### src/rtl/integer_matrix_multiply_core_assert.svh
// ----------------------------------------------------------------------------
// integer matrix multiply assertion macros
// clocked assertion helpers used by the core, disabled during reset
// ----------------------------------------------------------------------------
`ifndef INTEGER_MATRIX_MULTIPLY_CORE_ASSERT_SVH
`define INTEGER_MATRIX_MULTIPLY_CORE_ASSERT_SVH

// same-cycle implication
`define IMM_ASSERT_NOW(lbl, ante, cons, msg) \
  lbl: assert property (@(posedge clk) disable iff (!rst_n) (ante) |-> (cons)) \
    else $error(msg);

// next-cycle implication
`define IMM_ASSERT_NEXT(lbl, ante, cons, msg) \
  lbl: assert property (@(posedge clk) disable iff (!rst_n) (ante) |=> (cons)) \
    else $error(msg);

`endif

### src/rtl/imm_pkg.sv
// ----------------------------------------------------------------------------
// integer matrix multiply package
// sizes, word types, codes and the control store of the sequencer
// ----------------------------------------------------------------------------
package imm_pkg;

  localparam int MAX_DIM   = 8;
  localparam int ELEM_BITS = 16;

  localparam int DEPTH  = MAX_DIM * MAX_DIM;
  localparam int ADDR_W = (DEPTH > 1) ? $clog2(DEPTH) : 1;
  localparam int IDX_W  = (MAX_DIM > 1) ? $clog2(MAX_DIM) : 1;
  localparam int DIM_W  = $clog2(MAX_DIM + 1);
  localparam int PROD_W = 2 * ELEM_BITS;
  localparam int SUM_W  = 36;
  localparam int ADD_W  = ((PROD_W > SUM_W) ? PROD_W : SUM_W) + 1;
  localparam int CFG_W  = 4;
  localparam int STEP_W = 3;

  localparam logic [CFG_W-1:0] CFG_RESET = 4'd8;

  // register indexes
  localparam logic [1:0] CFG_A_ROWS = 2'd0;
  localparam logic [1:0] CFG_A_COLS = 2'd1;
  localparam logic [1:0] CFG_B_ROWS = 2'd2;
  localparam logic [1:0] CFG_B_COLS = 2'd3;

  // actions
  localparam logic [1:0] ACT_LOAD_A  = 2'd0;
  localparam logic [1:0] ACT_LOAD_B  = 2'd1;
  localparam logic [1:0] ACT_COMPUTE = 2'd2;

  // sequencer steps
  localparam logic [STEP_W-1:0] STEP_IDLE  = 3'd0;
  localparam logic [STEP_W-1:0] STEP_CHECK = 3'd1;
  localparam logic [STEP_W-1:0] STEP_START = 3'd2;
  localparam logic [STEP_W-1:0] STEP_RD    = 3'd3;
  localparam logic [STEP_W-1:0] STEP_MUL   = 3'd4;
  localparam logic [STEP_W-1:0] STEP_ACC   = 3'd5;
  localparam logic [STEP_W-1:0] STEP_EMIT  = 3'd6;
  localparam logic [STEP_W-1:0] STEP_NV    = 3'd7;

  typedef struct packed {
    logic [1:0]         action;
    logic [2:0]         row_index;
    logic [2:0]         col_index;
    logic signed [15:0] element_value;
  } in_word_t;

  typedef struct packed {
    logic [2:0]         out_row;
    logic [2:0]         out_col;
    logic signed [35:0] product_value;
    logic               not_viable;
    logic               last_entry;
  } out_word_t;

  typedef struct packed {
    logic [CFG_W-1:0] a_rows;
    logic [CFG_W-1:0] a_cols;
    logic [CFG_W-1:0] b_rows;
    logic [CFG_W-1:0] b_cols;
  } cfg_dims_t;

  typedef struct packed {
    logic ld_a;
    logic ld_b;
    logic clr_ij;
    logic clr_acc;
    logic rd_en;
    logic mul_en;
    logic acc_en;
    logic step_ij;
  } imm_ctrl_t;

  typedef struct packed {
    logic k_more;
    logic entry_more;
  } imm_stat_t;

  typedef enum logic [2:0] {
    COND_ALWAYS     = 3'd0,
    COND_COMPUTE    = 3'd1,
    COND_MISMATCH   = 3'd2,
    COND_K_MORE     = 3'd3,
    COND_ENTRY_MORE = 3'd4
  } cond_t;

  typedef struct packed {
    logic              ready;
    logic              clr_ij;
    logic              clr_acc;
    logic              rd_en;
    logic              mul_en;
    logic              acc_en;
    logic              emit;
    logic              emit_nv;
    cond_t             cond;
    logic [STEP_W-1:0] jmp_true;
    logic [STEP_W-1:0] jmp_false;
  } ucode_t;

  // control store: one word per step
  function automatic ucode_t ucode_rom(input logic [STEP_W-1:0] step);
    ucode_t w;
    w = '0;
    w.cond      = COND_ALWAYS;
    w.jmp_true  = STEP_IDLE;
    w.jmp_false = STEP_IDLE;
    case (step)
      STEP_IDLE: begin
        w.ready     = 1'b1;
        w.cond      = COND_COMPUTE;
        w.jmp_true  = STEP_CHECK;
        w.jmp_false = STEP_IDLE;
      end
      STEP_CHECK: begin
        w.clr_ij    = 1'b1;
        w.cond      = COND_MISMATCH;
        w.jmp_true  = STEP_NV;
        w.jmp_false = STEP_START;
      end
      STEP_START: begin
        w.clr_acc  = 1'b1;
        w.jmp_true = STEP_RD;
      end
      STEP_RD: begin
        w.rd_en    = 1'b1;
        w.jmp_true = STEP_MUL;
      end
      STEP_MUL: begin
        w.mul_en   = 1'b1;
        w.jmp_true = STEP_ACC;
      end
      STEP_ACC: begin
        w.acc_en    = 1'b1;
        w.cond      = COND_K_MORE;
        w.jmp_true  = STEP_RD;
        w.jmp_false = STEP_EMIT;
      end
      STEP_EMIT: begin
        w.emit      = 1'b1;
        w.cond      = COND_ENTRY_MORE;
        w.jmp_true  = STEP_START;
        w.jmp_false = STEP_IDLE;
      end
      STEP_NV: begin
        w.emit_nv  = 1'b1;
        w.jmp_true = STEP_IDLE;
      end
      default: begin
        w.jmp_true = STEP_IDLE;
      end
    endcase
    return w;
  endfunction

endpackage

### src/rtl/imm_datapath.sv
// ----------------------------------------------------------------------------
// integer matrix multiply datapath
// element stores, index counters, multiplier and saturating accumulator
// ----------------------------------------------------------------------------
module imm_datapath import imm_pkg::*; (
  input  logic      clk,
  input  imm_ctrl_t ctrl,
  input  in_word_t  in_data,
  input  cfg_dims_t dims,
  output imm_stat_t stat,
  output out_word_t entry
);

  localparam logic signed [ADD_W-1:0] SAT_MAX =
    {{(ADD_W-SUM_W+1){1'b0}}, {(SUM_W-1){1'b1}}};
  localparam logic signed [ADD_W-1:0] SAT_MIN =
    {{(ADD_W-SUM_W+1){1'b1}}, {(SUM_W-1){1'b0}}};

  function automatic logic [DIM_W-1:0] eff_dim(input logic [CFG_W-1:0] r);
    logic [DIM_W-1:0] d;
    if (r == '0) d = DIM_W'(1);
    else if (int'(r) > MAX_DIM) d = DIM_W'(MAX_DIM);
    else d = DIM_W'(r);
    return d;
  endfunction

  logic signed [ELEM_BITS-1:0] mem_a [0:DEPTH-1];
  logic signed [ELEM_BITS-1:0] mem_b [0:DEPTH-1];

  logic signed [ELEM_BITS-1:0] rd_a_r, rd_b_r;
  logic signed [PROD_W-1:0]    prod_r;
  logic signed [SUM_W-1:0]     acc_r, acc_nxt;
  logic [IDX_W-1:0]            i_r, j_r, k_r;

  logic [DIM_W-1:0]            rows, inner, cols;
  logic                        wr_ok;
  logic [ADDR_W-1:0]           wr_addr, rd_addr_a, rd_addr_b;
  logic signed [ELEM_BITS-1:0] wr_elem;
  logic signed [ADD_W-1:0]     sum;

  assign rows  = eff_dim(dims.a_rows);
  assign inner = eff_dim(dims.a_cols);
  assign cols  = eff_dim(dims.b_cols);

  assign wr_ok   = (int'(in_data.row_index) < MAX_DIM) && (int'(in_data.col_index) < MAX_DIM);
  assign wr_addr = ADDR_W'(int'(in_data.row_index) * MAX_DIM + int'(in_data.col_index));
  assign wr_elem = ELEM_BITS'(in_data.element_value);

  assign rd_addr_a = ADDR_W'(int'(i_r) * MAX_DIM + int'(k_r));
  assign rd_addr_b = ADDR_W'(int'(k_r) * MAX_DIM + int'(j_r));

  always_ff @(posedge clk) begin
    if (ctrl.ld_a && wr_ok) mem_a[wr_addr] <= wr_elem;
    if (ctrl.rd_en) rd_a_r <= mem_a[rd_addr_a];
  end

  always_ff @(posedge clk) begin
    if (ctrl.ld_b && wr_ok) mem_b[wr_addr] <= wr_elem;
    if (ctrl.rd_en) rd_b_r <= mem_b[rd_addr_b];
  end

  // saturate at the signed bounds of the sum after every step
  always_comb begin
    sum = ADD_W'(acc_r) + ADD_W'(prod_r);
    if (sum > SAT_MAX) acc_nxt = SUM_W'(SAT_MAX);
    else if (sum < SAT_MIN) acc_nxt = SUM_W'(SAT_MIN);
    else acc_nxt = sum[SUM_W-1:0];
  end

  always_ff @(posedge clk) begin
    if (ctrl.mul_en) prod_r <= PROD_W'(rd_a_r) * PROD_W'(rd_b_r);
    if (ctrl.clr_acc) begin
      acc_r <= '0;
      k_r   <= '0;
    end else if (ctrl.acc_en) begin
      acc_r <= acc_nxt;
      k_r   <= k_r + IDX_W'(1);
    end
    if (ctrl.clr_ij) begin
      i_r <= '0;
      j_r <= '0;
    end else if (ctrl.step_ij) begin
      if (DIM_W'(j_r) + DIM_W'(1) == cols) begin
        j_r <= '0;
        i_r <= i_r + IDX_W'(1);
      end else begin
        j_r <= j_r + IDX_W'(1);
      end
    end
  end

  assign stat.k_more     = (DIM_W'(k_r) + DIM_W'(1)) != inner;
  assign stat.entry_more = !(((DIM_W'(i_r) + DIM_W'(1)) == rows) &&
                             ((DIM_W'(j_r) + DIM_W'(1)) == cols));

  assign entry.out_row       = 3'(i_r);
  assign entry.out_col       = 3'(j_r);
  assign entry.product_value = acc_r;
  assign entry.not_viable    = 1'b0;
  assign entry.last_entry    = !stat.entry_more;

endmodule

### src/rtl/integer_matrix_multiply_core.sv
// ----------------------------------------------------------------------------
// integer matrix multiply core: a load word is written into its element store
// when accepted; a compute word runs a three-step read/multiply/accumulate loop
// per entry, or on a dimension mismatch gives a single not-viable word instead
// synchronous active-low reset: sequencer idle, output empty, dims back to 8
// ----------------------------------------------------------------------------
module integer_matrix_multiply_core import imm_pkg::*; (
  input  logic             clk,
  input  logic             rst_n,
  // input words
  input  logic             in_valid,
  output logic             in_ready,
  input  in_word_t         in_data,
  // result words
  output logic             out_valid,
  input  logic             out_ready,
  output out_word_t        out_data,
  // configuration writes
  input  logic             cfg_we,
  input  logic [1:0]       cfg_index,
  input  logic [CFG_W-1:0] cfg_wdata
);

`include "integer_matrix_multiply_core_assert.svh"

  // sequencer state
  logic [STEP_W-1:0] step_r, step_nxt;
  ucode_t            uw;

  // configuration registers, raw values as written
  cfg_dims_t         cfg_r;

  // output register
  logic              out_valid_r, out_valid_nxt;
  out_word_t         out_word_r, out_word_nxt;

  // handshake and datapath control
  logic              accept;
  logic              compute_acc;
  logic              mismatch;
  logic              out_free;
  logic              stall;
  logic              fire_emit;
  logic              fire_nv;
  logic              cond_hit;
  imm_ctrl_t         ctrl;
  imm_stat_t         stat;
  out_word_t         entry;

  // current control word
  assign uw = ucode_rom(step_r);

  // only idle step takes words; loads complete in the cycle they arrive
  assign in_ready    = uw.ready;
  assign accept      = in_valid && in_ready;
  assign compute_acc = accept && (in_data.action == ACT_COMPUTE);

  // dimension test on the raw register values
  assign mismatch = cfg_r.a_cols != cfg_r.b_rows;

  // an emitting step waits until the output register can take a word
  assign out_free  = !out_valid_r || out_ready;
  assign stall     = (uw.emit || uw.emit_nv) && !out_free;
  assign fire_emit = uw.emit && out_free;
  assign fire_nv   = uw.emit_nv && out_free;

  always_comb begin
    case (uw.cond)
      COND_ALWAYS:     cond_hit = 1'b1;
      COND_COMPUTE:    cond_hit = compute_acc;
      COND_MISMATCH:   cond_hit = mismatch;
      COND_K_MORE:     cond_hit = stat.k_more;
      COND_ENTRY_MORE: cond_hit = stat.entry_more;
      default:         cond_hit = 1'b0;
    endcase
  end

  // step counter with two-way branch, held while an emit is stalled
  always_comb begin
    if (stall) step_nxt = step_r;
    else if (cond_hit) step_nxt = uw.jmp_true;
    else step_nxt = uw.jmp_false;
  end

  always_comb begin
    ctrl.ld_a    = accept && (in_data.action == ACT_LOAD_A);
    ctrl.ld_b    = accept && (in_data.action == ACT_LOAD_B);
    ctrl.clr_ij  = uw.clr_ij;
    ctrl.clr_acc = uw.clr_acc;
    ctrl.rd_en   = uw.rd_en;
    ctrl.mul_en  = uw.mul_en;
    ctrl.acc_en  = uw.acc_en;
    ctrl.step_ij = fire_emit;
  end

  imm_datapath u_datapath (
    .clk     (clk),
    .ctrl    (ctrl),
    .in_data (in_data),
    .dims    (cfg_r),
    .stat    (stat),
    .entry   (entry)
  );

  // output register: loaded by an emitting step, drained by out_ready
  always_comb begin
    out_valid_nxt = out_valid_r;
    out_word_nxt  = out_word_r;
    if (fire_emit) begin
      out_valid_nxt = 1'b1;
      out_word_nxt  = entry;
    end else if (fire_nv) begin
      out_valid_nxt = 1'b1;
      out_word_nxt  = '0;
      out_word_nxt.not_viable = 1'b1;
      out_word_nxt.last_entry = 1'b1;
    end else if (out_ready) begin
      out_valid_nxt = 1'b0;
    end
  end

  always_ff @(posedge clk) begin
    if (!rst_n) begin
      step_r      <= STEP_IDLE;
      out_valid_r <= 1'b0;
    end else begin
      step_r      <= step_nxt;
      out_valid_r <= out_valid_nxt;
    end
  end

  // result payload carries no reset
  always_ff @(posedge clk) begin
    out_word_r <= out_word_nxt;
  end

  // configuration writes, index beyond the list ignored
  always_ff @(posedge clk) begin
    if (!rst_n) begin
      cfg_r.a_rows <= CFG_RESET;
      cfg_r.a_cols <= CFG_RESET;
      cfg_r.b_rows <= CFG_RESET;
      cfg_r.b_cols <= CFG_RESET;
    end else if (cfg_we) begin
      case (cfg_index)
        CFG_A_ROWS: cfg_r.a_rows <= cfg_wdata;
        CFG_A_COLS: cfg_r.a_cols <= cfg_wdata;
        CFG_B_ROWS: cfg_r.b_rows <= cfg_wdata;
        CFG_B_COLS: cfg_r.b_cols <= cfg_wdata;
        default: ;
      endcase
    end
  end

  assign out_valid = out_valid_r;
  assign out_data  = out_word_r;

  // a blocked emit holds the sequencer on its step
  `IMM_ASSERT_NEXT(a_emit_hold, (step_r == STEP_EMIT) && out_valid_r && !out_ready, step_r == STEP_EMIT, "emit step left while output blocked")
  // final entry returns the sequencer to idle
  `IMM_ASSERT_NEXT(a_last_idle, fire_emit && !stat.entry_more, (step_r == STEP_IDLE) && out_valid_r && out_word_r.last_entry, "final entry not followed by idle")
  // dimension mismatch goes straight to the not-viable step
  `IMM_ASSERT_NEXT(a_nv_branch, (step_r == STEP_CHECK) && mismatch, step_r == STEP_NV, "mismatch did not branch to not-viable")
  // a not-viable word is always a lone, zeroed, final word
  `IMM_ASSERT_NOW(a_nv_word, out_valid_r && out_word_r.not_viable, out_word_r.last_entry && (out_word_r.product_value == '0), "malformed not-viable word")

endmodule
### config.mk
export PLATFORM = sky130hd
export DESIGN_NAME = integer_matrix_multiply_core
export DESIGN_NICKNAME = d
export VERILOG_FILES = /design/src/rtl/imm_pkg.sv /design/src/rtl/imm_datapath.sv /design/src/rtl/integer_matrix_multiply_core.sv
export VERILOG_INCLUDE_DIRS = /design/src /design/src/rtl
export SDC_FILE = /design/constraint.sdc
export NUM_CORES = 2
export LEC_CHECK = 0
export BUFFER_PORTS_ARGS = -buffer_cell sky130_fd_sc_hd__buf_2
export CORE_ASPECT_RATIO = 1.1
export CORE_MARGIN = 5
export CORE_UTILIZATION = 54
export CTS_BUF_LIST = sky130_fd_sc_hd__clkbuf_16
export CTS_CLUSTER_DIAMETER = 100
export DETAILED_ROUTE_END_ITERATION = 10
export PLACE_DENSITY = 0.7
export SETUP_SLACK_MARGIN = 0.5
export SYNTH_ARGS = -nofsm -noshare
export SYNTH_HDL_FRONTEND = slang
export SYNTH_SLANG_ARGS = --single-unit
export TNS_END_PERCENT = 30
### constraint.sdc
create_clock -name clk -period 8.6 [get_ports clk]
set_clock_uncertainty 0.1 [all_clocks]
set_input_delay 1.72 -clock clk [delete_from_list [all_inputs] [get_ports clk]]
set_output_delay 1.72 -clock clk [all_outputs]
set_load 0.1 [all_outputs]
### Yosys cells after proc, flatten, opt, wreduce, memory -nomap -nowiden

Memories as Yosys holds them, arrays and structs flattened. A register that Yosys moved wholly into a read port is not among the register bits.
Cells that the tools add are included.

| cells by class | value |
|---|---|
| bitwise gates (word level) | 0 |
| magnitude comparators | 5 |
| $mul | 1 |
| divide/modulo/power cells | 0 |
| shift operators | 0 |
| mux-type cells | 31 |
| eq/ne operators | 20 |
| reductions and logical operators | 28 |
| add/sub/neg operators | 10 |

Operator list:

| operator | number |
|---|---|
| $mux 44 | 2 |
| $mux 36 | 2 |
| $add 36x32->37 | 1 |
| $gt 37x36->1 const B | 1 |
| $lt 37x36->1 const B | 1 |
| $mul 16x16->32 | 1 |
| $mux 4 | 6 |
| $pmux 3 s7 | 1 |
| $add 6x3->6 | 3 |
| $eq 3x3->1 const B | 5 |
| $mux 1 | 15 |
| $add 3x1->4 const B | 3 |
| $eq 3x2->1 const B | 4 |
| $gt 4x4->1 const B | 3 |
| $logic_not 4->1 | 3 |
| $pmux 3 s4 | 1 |
| $reduce_and 2->1 | 5 |
| $add 3x1->3 const B | 3 |
| $eq 4x4->1 | 2 |
| $logic_and 1x1->1 | 8 |
| $ne 4x4->1 | 2 |
| $eq 2x2->1 const B | 3 |
| $eq 3x1->1 const B | 2 |
| $logic_not 3->1 | 2 |
| 10 further kinds | 16 |

| storage, ports and cells | value |
|---|---|
| memories kept | 2 |
| output and inout bits | 46 |
| memory bits (read-only) | 0 |
| bits in latches | 0 |
| word-level logic and storage cells | 113 |
| memory bits (writable) | 2048 |
| input bits | 35 |
| flip-flop bits (word level) | 141 |

Memory list:

| memory | depth | width | rd ports | clocked after memory_dff | wr ports | RTL line | RTL |
|---|---|---|---|---|---|---|---|
| u_datapath.mem_a | 64 | 16 | 1 | 1 | 1 | imm_datapath.sv:27 | `logic signed [ELEM_BITS-1:0] mem_a [0:DEPTH-1];` |
| u_datapath.mem_b | 64 | 16 | 1 | 1 | 1 | imm_datapath.sv:28 | `logic signed [ELEM_BITS-1:0] mem_b [0:DEPTH-1];` |

### Logic depth before layout (Yosys ltp)

| depth | value |
|---|---|
| depth in word-level cells | 8 |
| gate-level depth with buffers | 23 |
| gate-level depth less buffers | 22 |

### By module

Synthesis repeated with hierarchy kept, for this count alone.

| second synthesis, totals | value |
|---|---|
| cell total of the unflattened synthesis | 5624 |
| area, all modules | 97418.4 µm² |

Modules (own cells, without submodules):

| module | times used | area an instance (µm²) | sequential area each (µm²) | cells each |
|---|---|---|---|---|
| imm_datapath | 1 | 94827.2 | 64321.7 | 5427 |
| integer_matrix_multiply_core | 1 | 2591.2 | 1721.7 | 197 |

### Worst setup path before layout

No wires, ideal clock.

| timing path | value |
|---|---|
| path kind | reg-to-reg |
| from | reg u_datapath.rd_a_r[15], read port of u_datapath.mem_a |
| to | reg u_datapath.prod_r[31], data pin |
| arrival | 5.920 ns |
| period minus slack after synthesis | 6.227 ns |
| path slack | 2.373 ns |
| library setup time | 0.207 ns |
| cell stages (with the launch flop) | 18 |
| path buffers | 1 |
| data required time | 8.293 ns |
| path through | edfxtp_1 > clkbuf_1 > nand2_1 > inv_1 > fa_1 > fa_1 > fa_1 > fa_1 > fa_1 > fa_1 > ha_1 > and2_1 > or2_2 > a211oi_1 > a31oi_1 > o21ai_1 > mux2i_1 > a2111oi_0 |

| between the ends | value |
|---|---|
| longest elaborated chain between the ends | 1 |

Ends and longest elaborated chain:

| item | RTL line | RTL |
|---|---|---|
| start, declared | imm_datapath.sv:30 | `logic signed [ELEM_BITS-1:0] rd_a_r, rd_b_r;` |
| $mul 16x16->32 | imm_datapath.sv:71 | `if (ctrl.mul_en) prod_r <= PROD_W'(rd_a_r) * PROD_W'(rd_b_r);` |
| end signal, assigned | imm_datapath.sv:71 |  |
| end, declared | imm_datapath.sv:31 | `logic signed [PROD_W-1:0] prod_r;` |

Every way passes these cells.
A chain may end at the register's enable or synchronous reset.

### Worst setup path in the final report

| timing path | value |
|---|---|
| from | reg u_datapath.rd_b_r[8], read port of u_datapath.mem_b |
| to | reg u_datapath.prod_r[31], data pin |

| between the ends | value |
|---|---|
| longest elaborated chain between the ends | 1 |

Ends and longest elaborated chain:

| item | RTL line |
|---|---|
| start, declared | imm_datapath.sv:30 |
| $mul 16x16->32 | imm_datapath.sv:71 |

Every way passes these cells.

==> summary.md <==
| Metric | Value |
|---|---|
| Max-cap violation count | 0 |
| Outcome | complete, no violations |
| CP Data Required Time | 9110 ps |
| Unrepaired setup endpoints after global routing | no |
| Min-Delay Path Class | register to register |
| Die area | 189000 µm² |
| Antenna violations before repair | 22 |
| Post-layout min period | just under 7000 ps |
| Most common library cells after synthesis | edfxtp_1, mux4_2, mux2i_1 |
| Post-synth EDFFs | 2155 |
| Crit path depth | 21 |
| Slew Viols, Final | 0 |
| Share of the synthesized area in the top cell type | 0.663 |
| # hold bufs at CTS | 0 |
| GP Congestion | 0.838 |
| Least-Margin Pin Slew | 1250 ps |
| Vias in the first global route | roughly 52000 |
| Setup repair bufs after CTS | 0 |
| CP peak stage delay | 770 ps |
| Async S/R FF share, synth | 0 |
| Startpoint Class | register |
| Crit Path Class | register to register |
| Chip height | 456 µm |
| Clock transition at the registers of the reported paths | 70 ps |
| Antenna-violating nets left | 0 |
| PortBufs | 80 |
| Worst-Skew Late Latency | between 800 and 900 ps |
| Cts repair resizes | 0 |
| Share of cells above drive strength 1 | 0.174 |
| Drt pass-1 iters | 6 |
| Post-Synthesis Net Count | between 6000 and 7000 |
| Clk sink count | 2221 |
| Cell count of the worst reg-to-reg path | 21 |
| Synth Register Bits | approximately 2200 |
| Vias/cell | 6.13 |
| Top-level I/O count | 81 |
| CP most frequent cell | fa_1 |
| GRT Total Usage | 0.245 |
| Fmax | 144 MHz |
| Synth cell types | 77 |
| Routed len/inst | about 27 µm |
| Die W | approximately 420 µm |
| Xor and xnor area share after synthesis | 0.00610 |
| DRT Wirelength | 234000 µm |
| Worst Path Max Fanout | 16 |
| PwrDens | 306 nW/µm² |
| Synth Flop Type | edfxtp_1 |
| Delay-heaviest family, CP | adder cells |
| Most instantiated library cell after synthesis | edfxtp_1 |
| Worst EP arrival | 7440 ps |
| Number of synthesis warnings | 0 |
| Post-synthesis adder-cell area fraction | 0.0700 |
| Gate Count Post-Synth | 5725 |
| Post-synthesis mux area share | 0.129 |
| Row count | 163 |
| Sequential area share after synthesis | 0.677 |
| Period utilisation layout | 0.807 |
| Cell Area, Synth | ~100000 µm² |
| Simple-gate share of the synthesized area | 0.0422 |
| NumNets Final | about 6300 |
| Leak Pwr | between 30 and 40 nW |
| H-Tree Depth | 4 |
| Clk buf depth | 3 |
| CTS tree | done |
| Syn avg cell area | roughly 17 µm² |
| Num CTS Buffers | 210 |
| CP max-delay cell | edfxtp_1 |
| WHS Path Cells | 2 |
| Root Buffer Master | clkbuf_16 |
| Fillcell total | 12972 |
| Setup violators final | 0 |
| Slack of the worst reg-to-reg path | 1660 ps |
| Synth area leaders | edfxtp_1, mux4_2, fa_1 |
| CP Capture Type | register |
| Via count | 52187 |
| First-pass GRT wire length | 347000 µm |
| Multi-input logic area | 29200 µm² |
| Starting DRC count in detailed routing | about 6500 |
| Largest family of logic cells by synthesized area | multiplexers |
| Post-DP HPWL | 144000 µm |
| Grt ovf | 0 |
| DP Area | roughly 100000 µm² |
| Synth area leader | edfxtp_1 |
| Total power draw | between 30 and 40 mW |
| Reg area | ~66000 µm² |
| Largest net degree at the start of global routing | 126 |
| Initial core utilization | 0.544 |
| Area grow syn2layout | 11.0% |
| VDD IR max | around 0.39 mV |
| Core ar. | 179000 µm² |
| Worst path cell trace | nand2_1, fa_1, inv_1, fa_1, inv_1, fa_1, inv_1, fa_1, fa_1, inv_1, fa_1, inv_1, ha_1, and3_1, nand2_1, o21ai_0, nand4_1, a31oi_1, o21ai_1, mux2i_1, a2111oi_0 |
| Hold Fails Final Rpt | 0 |
| Final instance area | 108000 µm² |
| Slew HR | 0.165 |
| Area fraction in compound gates after synthesis | 0.0511 |
| # DRC | 0 |
| Setup TNS | 0 ps |
| Worst path bufs/invs | 5 |
## sequential cells by signal, indices dropped and copies added, names as in the netlist
signal,flops
cfg_r,16
out_data,44
out_valid,1
step_r,3
u_datapath.acc_r,36
u_datapath.i_r,3
u_datapath.j_r,3
u_datapath.k_r,3
u_datapath.mem_a,1024
u_datapath.mem_b,1024
u_datapath.prod_r,32
u_datapath.rd_a_r,16
u_datapath.rd_b_r,16
## layout by cell type (no fill, tap or decap), types with 8 or more instances in the layout
master,Yosys,layout
edfxtp_1,2155,2155
mux4_2,370,370
mux2i_1,356,356
inv_1,304,350
nand2_1,282,280
fa_1,263,263
a21oi_1,260,260
nor2_1,260,252
clkbuf_16,0,211
buf_4,17,200
o21ai_0,177,177
and2_1,173,172
ha_1,125,125
o22ai_1,104,104
o221ai_1,101,101
mux2_2,64,64
buf_2,69,64
dfxtp_1,66,58
xnor2_1,51,51
nand3_1,51,51
clkinv_2,0,48
clkinv_1,0,46
nor2b_1,34,33
a21o_1,33,33
a211oi_1,28,28
nand2b_1,23,21
bufinv_16,0,21
xor2_1,17,17
diode_2,0,11
o21a_1,10,10
o21bai_1,10,10
buf_12,0,8
## stage by stage
step | worst slack (ps) | hold slack, ps | instances | util
2_1_floorplan | 2370 | 349 | 5725 | -
3_3_place_gp | 1720 | 369 | 8104 | 0.565
3_5_place_dp | 1670 | 377 | 8104 | 0.565
4_1_cts | 1670 | 384 | 8500 | 0.603
5_1_grt | 1120 | 411 | 8504 | 0.603
6_report | 1660 | 382 | 8511 | 0.603
## cell families after synthesis
logic type	count (synthesis)
simple gates	878
mux	790
fa+ha+maj	388
flops	2221
xor+xnor	68
buf+inv	589
compound gates	791
## worst min-delay path: cells and delay by family (launching register included)
| family | cells | cell delay (ps) |
|---|---|---|
| AND/OR/NAND/NOR | 1 | 60 |
| flip-flops | 1 | 330 |
| AO/OA/AOI/OAI | 1 | 50 |
## cell type report
class | instances | area share
well taps | 2392 | 0.0276
flip-flops and latches | 2221 | 0.610
inverters | 304 | 0.0105
clock buffers | 211 | 0.0488
diodes | 11 | 0.000254
repair buffers | 272 | 0.0183
multi-input cells | 2915 | 0.270
clock inverters | 185 | 0.0148
## report_power, final
part	internal (mW)	switching [mW]	leakage, nW
Clock	5.12	4.05	3.56
Sequential	12.4	0.177	20.0
Combinational	4.93	6.41	12.2
Total	22.5	10.6	35.7
## layer usage
metal	routed length [µm]	up-vias	GRT usage
met5	48	-	0
met4	6920	6	0.0708
met3	18800	396	0.0421
met2	113000	2221	0.395
met1	94600	27082	0.351
li1	-	22482	-
## worst paths after layout
check                               end            startpoint
setup / recovery  u_datapath.prod_r[31]  u_datapath.rd_b_r[8]
hold / removal     u_datapath.acc_r[35]  u_datapath.acc_r[35]
setup reg to reg  u_datapath.prod_r[31]  u_datapath.rd_b_r[8]
hold reg to reg    u_datapath.acc_r[35]  u_datapath.acc_r[35]
No activity file was read; power rests on OpenSTA's default activity.
